File: config.mk
export PLATFORM = sky130hd
export DESIGN_NAME = stream_find_replace
export DESIGN_NICKNAME = d
export VERILOG_FILES = /design/src/sv/sfr_pkg.sv /design/src/sv/sfr_cell.sv /design/src/sv/stream_find_replace.sv
export SDC_FILE = /design/constraint.sdc
export NUM_CORES = 1
export LEC_CHECK = 0
export BUFFER_PORTS_ARGS = -buffer_cell sky130_fd_sc_hd__buf_2
export CAP_MARGIN = 0
export CORE_MARGIN = 4
export CORE_UTILIZATION = 53
export DETAILED_ROUTE_END_ITERATION = 7
export PLACE_DENSITY = 0.8
export SLEW_MARGIN = 15
export SYNTH_ARGS = -nofsm -noshare
export SYNTH_HDL_FRONTEND = slang
export SYNTH_SLANG_ARGS = --single-unit
File: constraint.sdc
create_clock -name clk -period 8.9 [get_ports clk]
set_input_delay 1.78 -clock clk [delete_from_list [all_inputs] [get_ports clk]]
set_output_delay 1.78 -clock clk [all_outputs]
set_load 0.02 [all_outputs]
File: src/sv/sfr_pkg.sv
// Shared constants and types for the stream find-and-replace block.
package sfr_pkg;

  localparam int BYTE_W      = 8;
  localparam int PATTERN_MAX = 16;
  localparam int REPLACE_MAX = 16;
  localparam int RESULT_MAX  = 16;
  localparam int LEN_W       = 5;
  localparam int IDX_W       = 4;
  localparam int CFG_ADDR_W  = 3;
  localparam int CFG_DATA_W  = 64;
  localparam int PAT_W       = PATTERN_MAX * BYTE_W;
  localparam int REP_W       = REPLACE_MAX * BYTE_W;

  localparam logic [CFG_ADDR_W-1:0] REG_PATTERN_LEN  = 3'd0;
  localparam logic [CFG_ADDR_W-1:0] REG_PATTERN_LOW  = 3'd1;
  localparam logic [CFG_ADDR_W-1:0] REG_PATTERN_HIGH = 3'd2;
  localparam logic [CFG_ADDR_W-1:0] REG_REPLACE_LEN  = 3'd3;
  localparam logic [CFG_ADDR_W-1:0] REG_REPLACE_LOW  = 3'd4;
  localparam logic [CFG_ADDR_W-1:0] REG_REPLACE_HIGH = 3'd5;

  typedef logic [BYTE_W-1:0] byte_t;

  typedef struct packed {
    logic shift;
    logic load;
  } cell_ctl_t;

endpackage

File: src/sv/sfr_cell.sv
// One window cell: holds a pending byte, shifts toward the head, compares to the pattern.
module sfr_cell (
  input  logic               clk,
  input  sfr_pkg::cell_ctl_t ctl,
  input  sfr_pkg::byte_t     load_byte,
  input  sfr_pkg::byte_t     nbr_byte,
  input  sfr_pkg::byte_t     pat_byte,
  input  sfr_pkg::byte_t     pat_prev_byte,
  output sfr_pkg::byte_t     cell_byte,
  output logic               eq,
  output logic               eq_prev
);

  sfr_pkg::byte_t byte_r;
  sfr_pkg::byte_t byte_nxt;

  always_comb begin
    byte_nxt = byte_r;
    if (ctl.load) begin
      byte_nxt = load_byte;
    end else if (ctl.shift) begin
      byte_nxt = nbr_byte;
    end
  end

  always_ff @(posedge clk) begin
    byte_r <= byte_nxt;
  end

  assign cell_byte = byte_r;
  assign eq        = (byte_r == pat_byte);
  assign eq_prev   = (byte_r == pat_prev_byte);

endmodule

File: src/sv/stream_find_replace.sv
// Top level of the streaming find-and-replace block.
// Bytes enter on in_* with in_tlast on the final byte of a string; every leftmost,
// non-overlapping occurrence of the pattern (1..16 bytes) within the result budget
// leaves on out_* as the replacement (0..16 bytes). out_tuser is 0 only on an end
// marker that carries out_tlast when a string ends with no byte left to mark. Each
// byte waits in an input holding register until the block is ready and the output
// register can load. A non-final byte that neither completes a match nor finds more
// pending bytes than the pattern length is done as it is taken, so a string without
// matches streams at one byte per cycle while out_tready stays high. Any other byte
// enters the window, then emits its results (end marker included), with a decision
// step when it completes a match within the result budget, except for a final byte
// whose deleted match follows shifted-out bytes. While a byte is worked on, the
// next one waits in the holding register and in_tready drops; out_tready low stalls
// all of it. The earliest result of a byte shows on out_* after the edge that
// follows its input transaction. Write configuration through cfg_wen, cfg_addr and
// cfg_wdata only while no transaction is pending inside the block.
module stream_find_replace (
  input  logic                                 clk,
  input  logic                                 rst_n,
  input  logic                                 in_tvalid,
  output logic                                 in_tready,
  input  logic [sfr_pkg::BYTE_W-1:0]           in_tdata,   // [7:0] in_byte
  input  logic                                 in_tlast,
  output logic                                 out_tvalid,
  input  logic                                 out_tready,
  output logic [sfr_pkg::BYTE_W-1:0]           out_tdata,  // [7:0] out_byte
  output logic                                 out_tuser,  // [0] out_valid
  output logic                                 out_tlast,
  input  logic                                 cfg_wen,
  input  logic [sfr_pkg::CFG_ADDR_W-1:0]       cfg_addr,
  input  logic [sfr_pkg::CFG_DATA_W-1:0]       cfg_wdata
);

  typedef enum logic [1:0] {S_ACC, S_RUN, S_REP} state_t;

  localparam int NC = sfr_pkg::PATTERN_MAX;
  localparam logic [sfr_pkg::LEN_W-1:0] PLEN_MAX = sfr_pkg::LEN_W'(sfr_pkg::PATTERN_MAX);
  localparam logic [sfr_pkg::LEN_W-1:0] RLEN_MAX = sfr_pkg::LEN_W'(sfr_pkg::REPLACE_MAX);

  // configuration
  logic [sfr_pkg::LEN_W-1:0] plen_r;
  logic [sfr_pkg::LEN_W-1:0] rlen_r;
  logic [sfr_pkg::PAT_W-1:0] pat_r;
  logic [sfr_pkg::REP_W-1:0] rep_r;
  logic [sfr_pkg::LEN_W-1:0] wr_len;

  assign wr_len = cfg_wdata[sfr_pkg::LEN_W-1:0];

  always_ff @(posedge clk) begin
    if (!rst_n) begin
      plen_r <= sfr_pkg::LEN_W'(1);
      rlen_r <= '0;
      pat_r  <= '0;
      rep_r  <= '0;
    end else if (cfg_wen) begin
      case (cfg_addr)
        sfr_pkg::REG_PATTERN_LEN: begin
          if (wr_len == '0) begin
            plen_r <= sfr_pkg::LEN_W'(1);
          end else if (wr_len > PLEN_MAX) begin
            plen_r <= PLEN_MAX;
          end else begin
            plen_r <= wr_len;
          end
        end
        sfr_pkg::REG_PATTERN_LOW:  pat_r[sfr_pkg::PAT_W/2-1:0] <= cfg_wdata;
        sfr_pkg::REG_PATTERN_HIGH: pat_r[sfr_pkg::PAT_W-1:sfr_pkg::PAT_W/2] <= cfg_wdata;
        sfr_pkg::REG_REPLACE_LEN: begin
          rlen_r <= (wr_len > RLEN_MAX) ? RLEN_MAX : wr_len;
        end
        sfr_pkg::REG_REPLACE_LOW:  rep_r[sfr_pkg::REP_W/2-1:0] <= cfg_wdata;
        sfr_pkg::REG_REPLACE_HIGH: rep_r[sfr_pkg::REP_W-1:sfr_pkg::REP_W/2] <= cfg_wdata;
        default: ;
      endcase
    end
  end

  // control and output registers
  state_t                      state_r, state_nxt;
  logic [sfr_pkg::LEN_W-1:0]   count_r, count_nxt;
  logic [sfr_pkg::LEN_W-1:0]   n_r, n_nxt;
  logic [sfr_pkg::IDX_W-1:0]   idx_r, idx_nxt;
  logic                        last_r, last_nxt;
  logic                        hold_v_r, hold_v_nxt;
  sfr_pkg::byte_t              hold_byte_r, hold_byte_nxt;
  logic                        hold_last_r, hold_last_nxt;
  logic                        out_tvalid_r, out_tvalid_nxt;
  sfr_pkg::byte_t              out_byte_r, out_byte_nxt;
  logic                        out_vflag_r, out_vflag_nxt;
  logic                        out_last_r, out_last_nxt;

  // window cells
  sfr_pkg::byte_t              win [NC];
  sfr_pkg::byte_t              nbr [NC];
  sfr_pkg::byte_t              pprev [NC];
  logic [NC-1:0]               eq;
  logic [NC-1:0]               eqp;
  sfr_pkg::cell_ctl_t          cell_ctl [NC];
  logic                        cell_shift;
  logic [NC-1:0]               cell_load;

  logic [NC-1:0]               plen_mask;
  logic [NC-1:0]               cnt_mask;
  logic [NC-1:0]               shm_mask;
  logic                        full_match;
  logic                        shift_match;
  logic                        fast_match;
  logic                        budget_ok;
  logic [sfr_pkg::LEN_W-1:0]   cnt1;
  logic [sfr_pkg::IDX_W-1:0]   cnt_m1;
  sfr_pkg::byte_t              pat_at_cnt;
  sfr_pkg::byte_t              rep_byte;
  logic                        can_emit;
  logic                        take;
  logic                        in_accept;
  logic                        emit;
  sfr_pkg::byte_t              em_byte;
  logic                        em_vflag;
  logic                        em_last;

  always_comb begin
    for (int i = 0; i < NC; i++) begin
      nbr[i]       = (i == NC - 1) ? '0 : win[(i + 1) % NC];
      pprev[i]     = (i == 0) ? '0 : pat_r[((i + NC - 1) % NC) * sfr_pkg::BYTE_W +: sfr_pkg::BYTE_W];
      plen_mask[i] = (sfr_pkg::LEN_W'(i) < plen_r);
      cnt_mask[i]  = (sfr_pkg::LEN_W'(i) < count_r);
      shm_mask[i]  = (i != 0) && (sfr_pkg::LEN_W'(i) <= plen_r);
      cell_ctl[i].shift = cell_shift;
      cell_ctl[i].load  = cell_load[i];
    end
  end

  for (genvar gi = 0; gi < NC; gi++) begin : g_cell
    sfr_cell u_cell (
      .clk           (clk),
      .ctl           (cell_ctl[gi]),
      .load_byte     (hold_byte_r),
      .nbr_byte      (nbr[gi]),
      .pat_byte      (pat_r[gi*sfr_pkg::BYTE_W +: sfr_pkg::BYTE_W]),
      .pat_prev_byte (pprev[gi]),
      .cell_byte     (win[gi]),
      .eq            (eq[gi]),
      .eq_prev       (eqp[gi])
    );
  end

  assign cnt1        = count_r + sfr_pkg::LEN_W'(1);
  assign cnt_m1      = count_r[sfr_pkg::IDX_W-1:0] - sfr_pkg::IDX_W'(1);
  assign pat_at_cnt  = pat_r[{count_r[sfr_pkg::IDX_W-1:0], 3'b000} +: sfr_pkg::BYTE_W];
  assign rep_byte    = rep_r[{idx_r, 3'b000} +: sfr_pkg::BYTE_W];
  assign full_match  = &(eq | ~plen_mask);
  assign shift_match = &(eqp | ~shm_mask);
  assign fast_match  = (&(eq | ~cnt_mask)) && (hold_byte_r == pat_at_cnt);
  assign budget_ok   = ({1'b0, n_r} + {1'b0, rlen_r}) <= (sfr_pkg::LEN_W+1)'(sfr_pkg::RESULT_MAX);

  assign can_emit  = !out_tvalid_r || out_tready;
  assign in_tready = !hold_v_r || take;
  assign in_accept = in_tvalid && in_tready;

  always_comb begin
    emit       = 1'b0;
    em_byte    = win[0];
    em_vflag   = 1'b1;
    em_last    = 1'b0;
    cell_shift = 1'b0;
    cell_load  = '0;
    count_nxt  = count_r;
    state_nxt  = state_r;
    n_nxt      = n_r;
    idx_nxt    = idx_r;
    last_nxt   = last_r;
    take       = 1'b0;
    case (state_r)
      S_ACC: begin
        if (hold_v_r && can_emit) begin
          take = 1'b1;
          if (!hold_last_r && (cnt1 < plen_r)) begin
            cell_load[count_r[sfr_pkg::IDX_W-1:0]] = 1'b1;
            count_nxt = cnt1;
          end else if (!hold_last_r && (cnt1 == plen_r) && !fast_match) begin
            // append and drop the oldest byte in one step
            emit       = 1'b1;
            em_byte    = (count_r == '0) ? hold_byte_r : win[0];
            cell_shift = 1'b1;
            if (count_r != '0) begin
              cell_load[cnt_m1] = 1'b1;
            end
          end else begin
            cell_load[count_r[sfr_pkg::IDX_W-1:0]] = 1'b1;
            count_nxt = cnt1;
            n_nxt     = '0;
            last_nxt  = hold_last_r;
            state_nxt = S_RUN;
          end
        end
      end
      S_RUN: begin
        if (can_emit) begin
          if (count_r > plen_r) begin
            emit       = 1'b1;
            cell_shift = 1'b1;
            n_nxt      = n_r + sfr_pkg::LEN_W'(1);
            if (last_r && (rlen_r == '0) && (count_r == plen_r + sfr_pkg::LEN_W'(1))
                && shift_match) begin
              em_last   = 1'b1;
              count_nxt = '0;
              state_nxt = S_ACC;
            end else begin
              count_nxt = count_r - sfr_pkg::LEN_W'(1);
            end
          end else if ((count_r == plen_r) && full_match && budget_ok) begin
            count_nxt = '0;
            idx_nxt   = '0;
            if (rlen_r == '0) begin
              state_nxt = last_r ? S_RUN : S_ACC;
            end else begin
              state_nxt = S_REP;
            end
          end else if ((count_r != '0) && ((count_r == plen_r) || last_r)) begin
            emit       = 1'b1;
            cell_shift = 1'b1;
            n_nxt      = n_r + sfr_pkg::LEN_W'(1);
            if (last_r && (count_r == sfr_pkg::LEN_W'(1))) begin
              em_last   = 1'b1;
              count_nxt = '0;
              state_nxt = S_ACC;
            end else begin
              count_nxt = count_r - sfr_pkg::LEN_W'(1);
              state_nxt = last_r ? S_RUN : S_ACC;
            end
          end else if (last_r && (count_r == '0) && (n_r == '0)) begin
            emit      = 1'b1;
            em_byte   = '0;
            em_vflag  = 1'b0;
            em_last   = 1'b1;
            state_nxt = S_ACC;
          end else begin
            state_nxt = S_ACC;
          end
        end
      end
      S_REP: begin
        if (can_emit) begin
          emit    = 1'b1;
          em_byte = rep_byte;
          if ({1'b0, idx_r} + sfr_pkg::LEN_W'(1) == rlen_r) begin
            em_last   = last_r;
            state_nxt = S_ACC;
          end else begin
            idx_nxt = idx_r + sfr_pkg::IDX_W'(1);
          end
        end
      end
      default: begin
        state_nxt = S_ACC;
      end
    endcase
  end

  always_comb begin
    hold_v_nxt    = hold_v_r;
    hold_byte_nxt = hold_byte_r;
    hold_last_nxt = hold_last_r;
    if (in_accept) begin
      hold_v_nxt    = 1'b1;
      hold_byte_nxt = in_tdata;
      hold_last_nxt = in_tlast;
    end else if (take) begin
      hold_v_nxt = 1'b0;
    end
    out_tvalid_nxt = can_emit ? emit : out_tvalid_r;
    out_byte_nxt   = out_byte_r;
    out_vflag_nxt  = out_vflag_r;
    out_last_nxt   = out_last_r;
    if (can_emit && emit) begin
      out_byte_nxt  = em_byte;
      out_vflag_nxt = em_vflag;
      out_last_nxt  = em_last;
    end
  end

  always_ff @(posedge clk) begin
    if (!rst_n) begin
      state_r      <= S_ACC;
      count_r      <= '0;
      hold_v_r     <= 1'b0;
      out_tvalid_r <= 1'b0;
    end else begin
      state_r      <= state_nxt;
      count_r      <= count_nxt;
      hold_v_r     <= hold_v_nxt;
      out_tvalid_r <= out_tvalid_nxt;
    end
    n_r         <= n_nxt;
    idx_r       <= idx_nxt;
    last_r      <= last_nxt;
    hold_byte_r <= hold_byte_nxt;
    hold_last_r <= hold_last_nxt;
    out_byte_r  <= out_byte_nxt;
    out_vflag_r <= out_vflag_nxt;
    out_last_r  <= out_last_nxt;
  end

  assign out_tvalid = out_tvalid_r;
  assign out_tdata  = out_byte_r;
  assign out_tuser  = out_vflag_r;
  assign out_tlast  = out_last_r;

endmodule

After elaboration in Yosys (flattened, before gate mapping)
Index checks and enable logic that the tools add are counted.
{ "word_totals": {"in_bits": 81, "output_inout_bits": 12, "elab_cells": 355, "register_bits": 432} }
{ "classes": {"n_eq_ne": 58, "n_bitwise": 10, "shift": 2, "n_reduce_logical": 67, "n_mux": 121, "magnitude_cmp": 55, "n_addsub": 8} }
{ "op_table": {"columns": ["operator", "count"], "rows": [
  ["$mux W8", 42],
  ["$eq A8 B8 Y1", 32],
  ["$shiftx A128 B8 Y8", 2],
  ["$mux W5", 18],
  ["$lt A4 B5 Y1 const A", 16],
  ["$mux W16", 5],
  ["$not A16 Y16", 3],
  ["$or A16 B16 Y16", 3],
  ["$reduce_and A16 Y1", 3],
  ["$le A4 B5 Y1 const A", 8],
  ["$lt A3 B5 Y1 const A", 8],
  ["$reduce_bool A2 Y1", 19],
  ["$mux W1", 30],
  ["$pmux W8 S3", 1],
  ["$mux W2", 11],
  ["$eq A5 B5 Y1", 4],
  ["$le A3 B5 Y1 const A", 4],
  ["$logic_not A5 Y1", 4],
  ["$lt A1 B5 Y1 const A", 4],
  ["$lt A2 B5 Y1 const A", 4],
  ["$mux W4", 5],
  ["$pmux W5 S2", 2],
  ["$logic_and A1 B1 Y1", 18],
  ["$ne A2 B2 Y1 const B", 9],
  ["other kinds (40)", 66]
]} }

Longest topological paths before layout
Gate-level depths: netlist of the first run.
{ "logic_depth": {"ltp_word": 13, "mapped_depth": 19, "ltp_nobuf": 13} }

By module
A second synthesis of the first run with hierarchy kept.
{ "unflattened": {"hier_cells": 2491, "hier_area_um2": 24781.3} }
{ "by_module_without_submodules": {"columns": ["mod", "area_each_um2", "cells_each", "seq_area_each_um2", "n_inst"], "rows": [
  ["stream_find_replace", 15972.8, 1851, 6376.1, 1],
  ["sfr_cell", 550.5, 40, 240.2, 16]
]} }

Least setup slack after synthesis of the first run
Ideal clock, no wire load.
{ "synth_timing": {"path_kind": "register to register", "startpoint": "register count_r[2] (netlist name)", "endpoint": "register g_cell[12].u_cell.byte_r[0], enable pin", "path_buffers": 8, "slack_ns": 3.858, "period_less_slack_ns": 5.042, "setup_ns": 0.384, "stages_incl_launch_ff": 18, "t_required_ns": 8.516, "t_arrival_ns": 4.658, "path_cell_list": "dfxtp_1 > buf_6 > buf_6 > buf_6 > buf_6 > clkbuf_1 > clkbuf_1 > clkbuf_1 > xor2_1 > ha_1 > a21o_1 > a21o_1 > a2111oi_0 > a211oi_2 > o32ai_2 > buf_2 > nor2_1 > o21ai_0"} }
{ "synth_via": {"elab_chain_len": 12, "elab_cells_between_ends": 61, "classes_between": "add/sub (2); order compare (22); eq/ne (3); shift (1); mux (17); bitwise (2); reduce/logical (14)"} }
{ "synth_rtl": {"columns": ["element", "line", "text"], "rows": [
  ["start, declared", "stream_find_replace.sv:80", "logic [sfr_pkg::LEN_W-1:0] count_r, count_nxt;"],
  ["start signal, assigned", "stream_find_replace.sv:290", "count_r <= count_nxt;"],
  ["parallel branches: the longest is 11 deep, another holds $lt A4 B5 Y1", null, null],
  ["$reduce_bool A2 Y1 (no source line) (*)", null, null],
  ["end signal, assigned", "sfr_cell.sv:27", "byte_r <= byte_nxt;"],
  ["end, declared", "sfr_cell.sv:14", "sfr_pkg::byte_t byte_r;"]
]} }
Every way passes the cells marked *.
A chain may end at the register's enable or synchronous reset.

Final worst setup path of the first run
{ "layout_timing": {"startpoint": "register count_r[2] (netlist name)", "endpoint": "register g_cell[12].u_cell.byte_r[1], enable pin"} }
Same word-level chain as after synthesis.

==> results.md, run 1 <==
* Post-synth net total at 2794
* Largest net degree at the start of global routing at between 150 and 200
* Initial core utilization at 0.540
* Post-synthesis cell type count at 89
* Slew HR at 0.202
* Total number of vias at approximately 22000
* Final #Nets at 2792
* Critical Path End Type: flop
* Layout Utilization at 0.588
* Worst Skew at ~50 ps
* CTS tree: built
* Most used DFF post-synth: dfxtp_1
* Root buf cell: clkbuf_16
* Post-CTS setup buffer count at 0
* DP HPWL at between 60000 and 70000 um
* Post_cts resized at 0
* WS Path Type: reg2reg
* Final Cycle Share at 0.645
* Initial DRC Count at between 3000 and 4000
* FF+latch count, synth at around 430
* Hold Path Class: reg2reg
* H-tree Lvls at 2
* Syn Std Cell Area at around 25000 um2
* Die footprint at 51200 um2
* Clock latency on the worst-skew pair at approximately 600 ps
* Final setup fails at 0
* Clock-pin slew on the worst setup and hold paths at 60 ps
* Die Span Y at roughly 230 um
* Tmin final at 5740 ps
* Final hold violation count at 0
* Num Clock Sinks at ~430
* Gpl congestion at 1.10
* CTS Hold Bufs at 0
* Worst EP arrival at approximately 5900 ps
* GRT Resource Usage Total at 0.349
* Synth warnings at 0
* Clock Tree Buf Depth at 3
* Pwr dens at 267 nW/um2
* Share of post-route cells with drive strength above 1 at 0.142
* DRC at 0
* Max frequency at between 150 and 200 MHz
* First-pass GRT wire length at between 100000 and 150000 um
* Area grow syn2layout at 8.98%
* Total Wirelength at 90900 um
* Status: finished clean
* Average size of a mapped cell at around 9.4 um2
* DR WL/cell at around 27 um
* Core region area at 46800 um2
* Startpoint Class: flop
* Most frequent cells in the layout: 623 x nand2_1, 272 x dfxtp_1, 258 x a21boi_0
* Asr flop ratio synth at 0
* RSZ-0062 raised after global routing: no
* VDD IR max at between 100 and 150 uV
* FP Rows at 79
* Total CTS buffers at 45
* Io pins at 93
* Via density at between 6 and 7
* Initial antenna violation count at 8
* Final Max Slew Viols at 0
* P_leak at between 10 and 15 nW
* Drt first pass iters at 6
* Worst-Margin Slew at 1190 ps
* # port buffers at just over 90
* Vias in the first global route at approximately 21000
* Worst-path fanout max at 65
* Horiz. Die Dim at approximately 230 um
* Setup_tns at 0 ps
* EDFF count, synth at between 150 and 200
* Commonest non-fill, non-tap cell in the layout: nand2_1
* Sequential element share of the synthesized area at 0.405
* CP Data Required Time at 9090 ps
* Grt ovf at 0
* MaxCap Viol Count at 0
* Synth Instances at 2681
* Routed Antenna Nets at 0
## area by class of cell
type / count / area [um2]
multi-input cells: 2049 / 14200
fillers: 3927 / 19300
clock buffers: 73 / 1380
inverters: 28 / 105
flip-flops and latches: 432 / 10200
diodes: 5 / 12.5
well taps: 607 / 759
repair buffers: 123 / 699
clock inverters: 11 / 120
## logic make-up after synthesis
| kind of cell | Yosys count | share of synthesized area |
|---|---|---|
| buffers and inverters | 200 | 0.0338 |
| multiplexers | 201 | 0.113 |
| flip-flops | 432 | 0.405 |
| XOR/XNOR | 272 | 0.0944 |
| AO/OA/AOI/OAI | 538 | 0.153 |
| AND/OR/NAND/NOR | 1006 | 0.185 |
| adder cells (fa/ha/maj) | 32 | 0.0162 |
## power breakdown
| group | leakage (nW) | switching (W) | internal (W) |
|---|---|---|---|
| sequential | 3.68 | 0.000471 | 0.00257 |
| combinational | 5.65 | 0.00155 | 0.000878 |
| clock | 0.730 | 0.000807 | 0.00107 |
| total | 10.1 | 0.00283 | 0.00452 |
## path summary, 6_finish.rpt
check                                 from                             end  slack [ps]  cells past startpoint
worst min-delay path             rep_r[51]                       rep_r[51]         470                      2
worst min register to register   rep_r[51]                       rep_r[51]         470                      2
worst max register to register  count_r[2]  g_cell[12].u_cell.cell_byte[1]        3160                     12
worst max-delay path            count_r[2]  g_cell[12].u_cell.cell_byte[1]        3160                     12
## synthesized netlist by cell type (all sizes together), types with 5 or more instances
master	number	area [um2]
a22oi	8	60.1
nor3	23	120
or4b	17	170
nor4	66	428
ha	31	388
nor2	59	236
xnor2	31	272
nand2	624	2340
a21boi	258	1940
a31oi	10	62.6
nand2b	17	106
nor2b	34	213
xor2	241	2110
and3	15	93.8
clkbuf	138	518
a211oi	10	92.6
nand3	56	280
a32oi	7	61.3
edfxtp	157	4710
o311ai	27	236
a2111oi	5	51.3
o2111ai	5	50.0
mux2i	56	564
mux2	87	983
a21oi	52	260
a221oi	7	61.3
nand4b	8	70.1
mux4	58	1310
nand4	16	100
o22ai	9	62.6
inv	27	101
dfxtp	275	5510
or2	7	46.3
buf	34	230
o32ai	5	58.8
or3	11	68.8
and2	38	238
o21ai	94	497
## critical path, cell delays in order (launching register included)
cell,delay (ps)
dfxtp_4,840
buf_4,500
mux4_2,570
or3_1,320
nand2_1,70
or4_1,120
o2111ai_2,140
nor4b_4,660
a211o_1,880
nor2_1,180
nor2_1,180
buf_4,380
o21ai_0,460
## layer usage
metal	up-vias	wire (um)	track usage
met4	6	5750	0.179
met3	314	9740	0.0681
li1	9521	-	-
met5	-	35	0
met1	10500	35500	0.467
met2	1324	39900	0.542
## sequential cells by signal (all words and copies together) (netlist names), 2 cells and up
signal / cells
g_cell.u_cell.cell_byte: 128
pat_r: 128
rep_r: 128
hold_byte_r: 8
out_tdata: 8
count_r: 5
n_r: 5
plen_r: 5
rlen_r: 5
idx_r: 4
state_r: 2
## per-stage QoR
step                power, W  cell area [um2]  hold slack [ps]  worst slack (ps)  instances
floorplan            0.00460            25200              440              3860       2681
global placement     0.00532            26000              449              3420       3239
detailed placement   0.00540            26000              458              3280       3239
CTS                  0.00727            27500              467              3270       3323
global route         0.00763            27500              482              2970       3323
finish               0.00735            27500              465              3160       3328
Power figures use the tool's default switching activity.
==> run 2, diff against run 1 <==
--- a/config.mk
+++ b/config.mk
@@ -10,7 +10,7 @@
 export CORE_MARGIN = 4
 export CORE_UTILIZATION = 53
 export DETAILED_ROUTE_END_ITERATION = 7
-export PLACE_DENSITY = 0.8
+export PLACE_DENSITY = 0.83
 export SLEW_MARGIN = 15
 export SYNTH_ARGS = -nofsm -noshare
 export SYNTH_HDL_FRONTEND = slang
==> constraint.sdc (replaced) <==
create_clock -name clk -period 5.2 [get_ports clk]
set_input_delay 1.04 -clock clk [delete_from_list [all_inputs] [get_ports clk]]
set_output_delay 1.04 -clock clk [all_outputs]
set_load 0.02 [all_outputs]
==> run 2 against run 1 <==
Net effect:
- clock power grew 76%
- first-iteration DRC count up 14%
- total power rose by 75%
- largest cell class unchanged
- highest routed layer unchanged
- non-clock buffer count rose by 54
- final cell count up 1.6%
- count of clock-buffer cells in the layout increased by 4
- critical endpoint is now g_cell[8].u_cell.cell_byte[6]
- largest power group unchanged
==> results.md, run 2 (synthesized netlist as in run 1, its figures left out) <==
* CP Data Required Time at roughly 5500 ps
* Setup_tns at 0 ps
* Final Max Slew Viols at 0
* Worst-path fanout max at 26
* First-pass GRT wire length at about 140000 um
* Final hold violation count at 0
* Routed Antenna Nets at 0
* Initial antenna violation count at 9
* Gpl congestion at roughly 1.2
* Worst EP arrival at 5260 ps
* Tmin final at 5020 ps
* Most frequent cells in the layout: 623 x nand2_1, 272 x dfxtp_1, 258 x a21boi_0
* Critical R2R Launch: count_r[1]
* Drt first pass iters at 7
* Die Span Y at about 230 um
* Grt ovf at 0
* # port buffers at 92
* Clock Tree Buf Depth at 3
* Clock latency on the worst-skew pair at 590 ps
* Total number of vias at ~22000
* Commonest non-fill, non-tap cell in the layout: nand2_1
* Worst hold start: rep_r[1]
* Initial DRC Count at about 3500
* Share of post-route cells with drive strength above 1 at 0.160
* P_leak at between 10 and 15 nW
* Final Cycle Share at 0.965
* Startpoint Class: flop
* H-tree Lvls at 2
* Critical Path End Type: flop
* Final setup fails at 0
* Area grow syn2layout at 10.8%
* Via density at approximately 6.6
* Worst Setup SP: count_r[1]
* MaxCap Viol Count at 0
* Worst-Margin Slew at 1130 ps
* Initial core utilization at 0.540
* DR WL/cell at approximately 28 um
* Core region area at 46800 um2
* Num Clock Sinks at ~430
* Total Wirelength at 95700 um
* WS Path Type: reg2reg
* CTS Hold Bufs at 0
* R2R depth at 11
* Vias in the first global route at between 20000 and 25000
* Total chip power at 0.0129 W
* CTS tree: built
* Worst setup endpoint: g_cell[8].u_cell.cell_byte[6]
* Pwr dens at 460 nW/um2
* Finished Cell Area at 27900 um2
* Worst Skew at between 15 and 20 ps
* FP Rows at just under 80
* Io pins at 93
* Die footprint at 51200 um2
* Clock-pin slew on the worst setup and hold paths at 60 ps
* DP HPWL at 72100 um
* Total CTS buffers at 47
* DRC at 0
* Reg2reg setup slack at between 150 and 200 ps
* Post-Place Cell Area at ~26000 um2
* Horiz. Die Dim at ~230 um
* Slew HR at 0.237
* Max frequency at ~200 MHz
* Largest net degree at the start of global routing at approximately 220
* GRT Resource Usage Total at 0.367
* Hold Path Class: reg2reg
* Status: finished clean
* VDD IR max at about 250 uV
* Reg-to-Reg End: g_cell[8].u_cell.cell_byte[6]
* Root buf cell: clkbuf_16
* Final #Nets at ~2800
* RSZ-0062 raised after global routing: no
## run 2: through the flow
step                setup WS (ps)  hold slack [ps]  cells  utilization
floorplan                     158              440   2681            -
global placement              524              446   3293        0.565
global route                 21.9              486   3380        0.598
detailed placement            424              457   3293        0.565
finish                        182              464   3381        0.598
CTS                           424              465   3379        0.597
## run 2: layer usage
layer / GRT usage / routed length, um / vias to the layer above / share of wire
met4: 0.196 / 6400 / 10 / 0.067
met1: 0.476 / 35200 / 10700 / 0.37
met3: 0.0957 / 12100 / 370 / 0.13
met5: 0 / 76 / - / 0.00079
met2: 0.564 / 42000 / 1523 / 0.44
li1: - / - / 9629 / -
## run 2: report_power, final
| part | leakage (nW) | switching (W) | internal (W) |
|---|---|---|---|
| Sequential | 3.68 | 0.000819 | 0.00439 |
| Clock | 0.752 | 0.00141 | 0.00191 |
| Combinational | 5.94 | 0.00274 | 0.00160 |
## run 2: layout make-up
type                    instances  area [um2]
diodes                          2        5.00
clock buffers                  77        1450
clock inverters                 9        68.8
fillers                      3861       18800
inverters                      28         105
multi-input cells            2049       14200
flip-flops and latches        432       10200
well taps                     607         759
repair buffers                177        1130
## run 2: worst min-delay path by stage
| stage | end | cells past startpoint | slack (ps) |
|---|---|---|---|
| finish | rep_r[1] | 2 | 460 |
| global route | rep_r[79] | 2 | 490 |
| CTS | rep_r[8] | 2 | 470 |
| detailed placement | rep_r[8] | 2 | 460 |
| global placement | rep_r[13] | 2 | 450 |
| floorplan | rep_r[112] | 2 | 440 |
## run 2: timing repair
item	in CTS	in global routing
gates resized for setup	0	1
endpoints found under the setup margin	0	8
hold endpoints to repair	0	0
setup buffers	0	0
## run 2: critical path, stage by stage, from the launching register on
cell and delay, ps:
dfxtp_2 750, buf_4 380, nand2_1 240, o22ai_2 280, a221oi_1 80, a311oi_1 310
o2111ai_1 210, nor4_4 630, a211oi_2 320, and3_1 410, o21ai_0 620, nand2_1 410
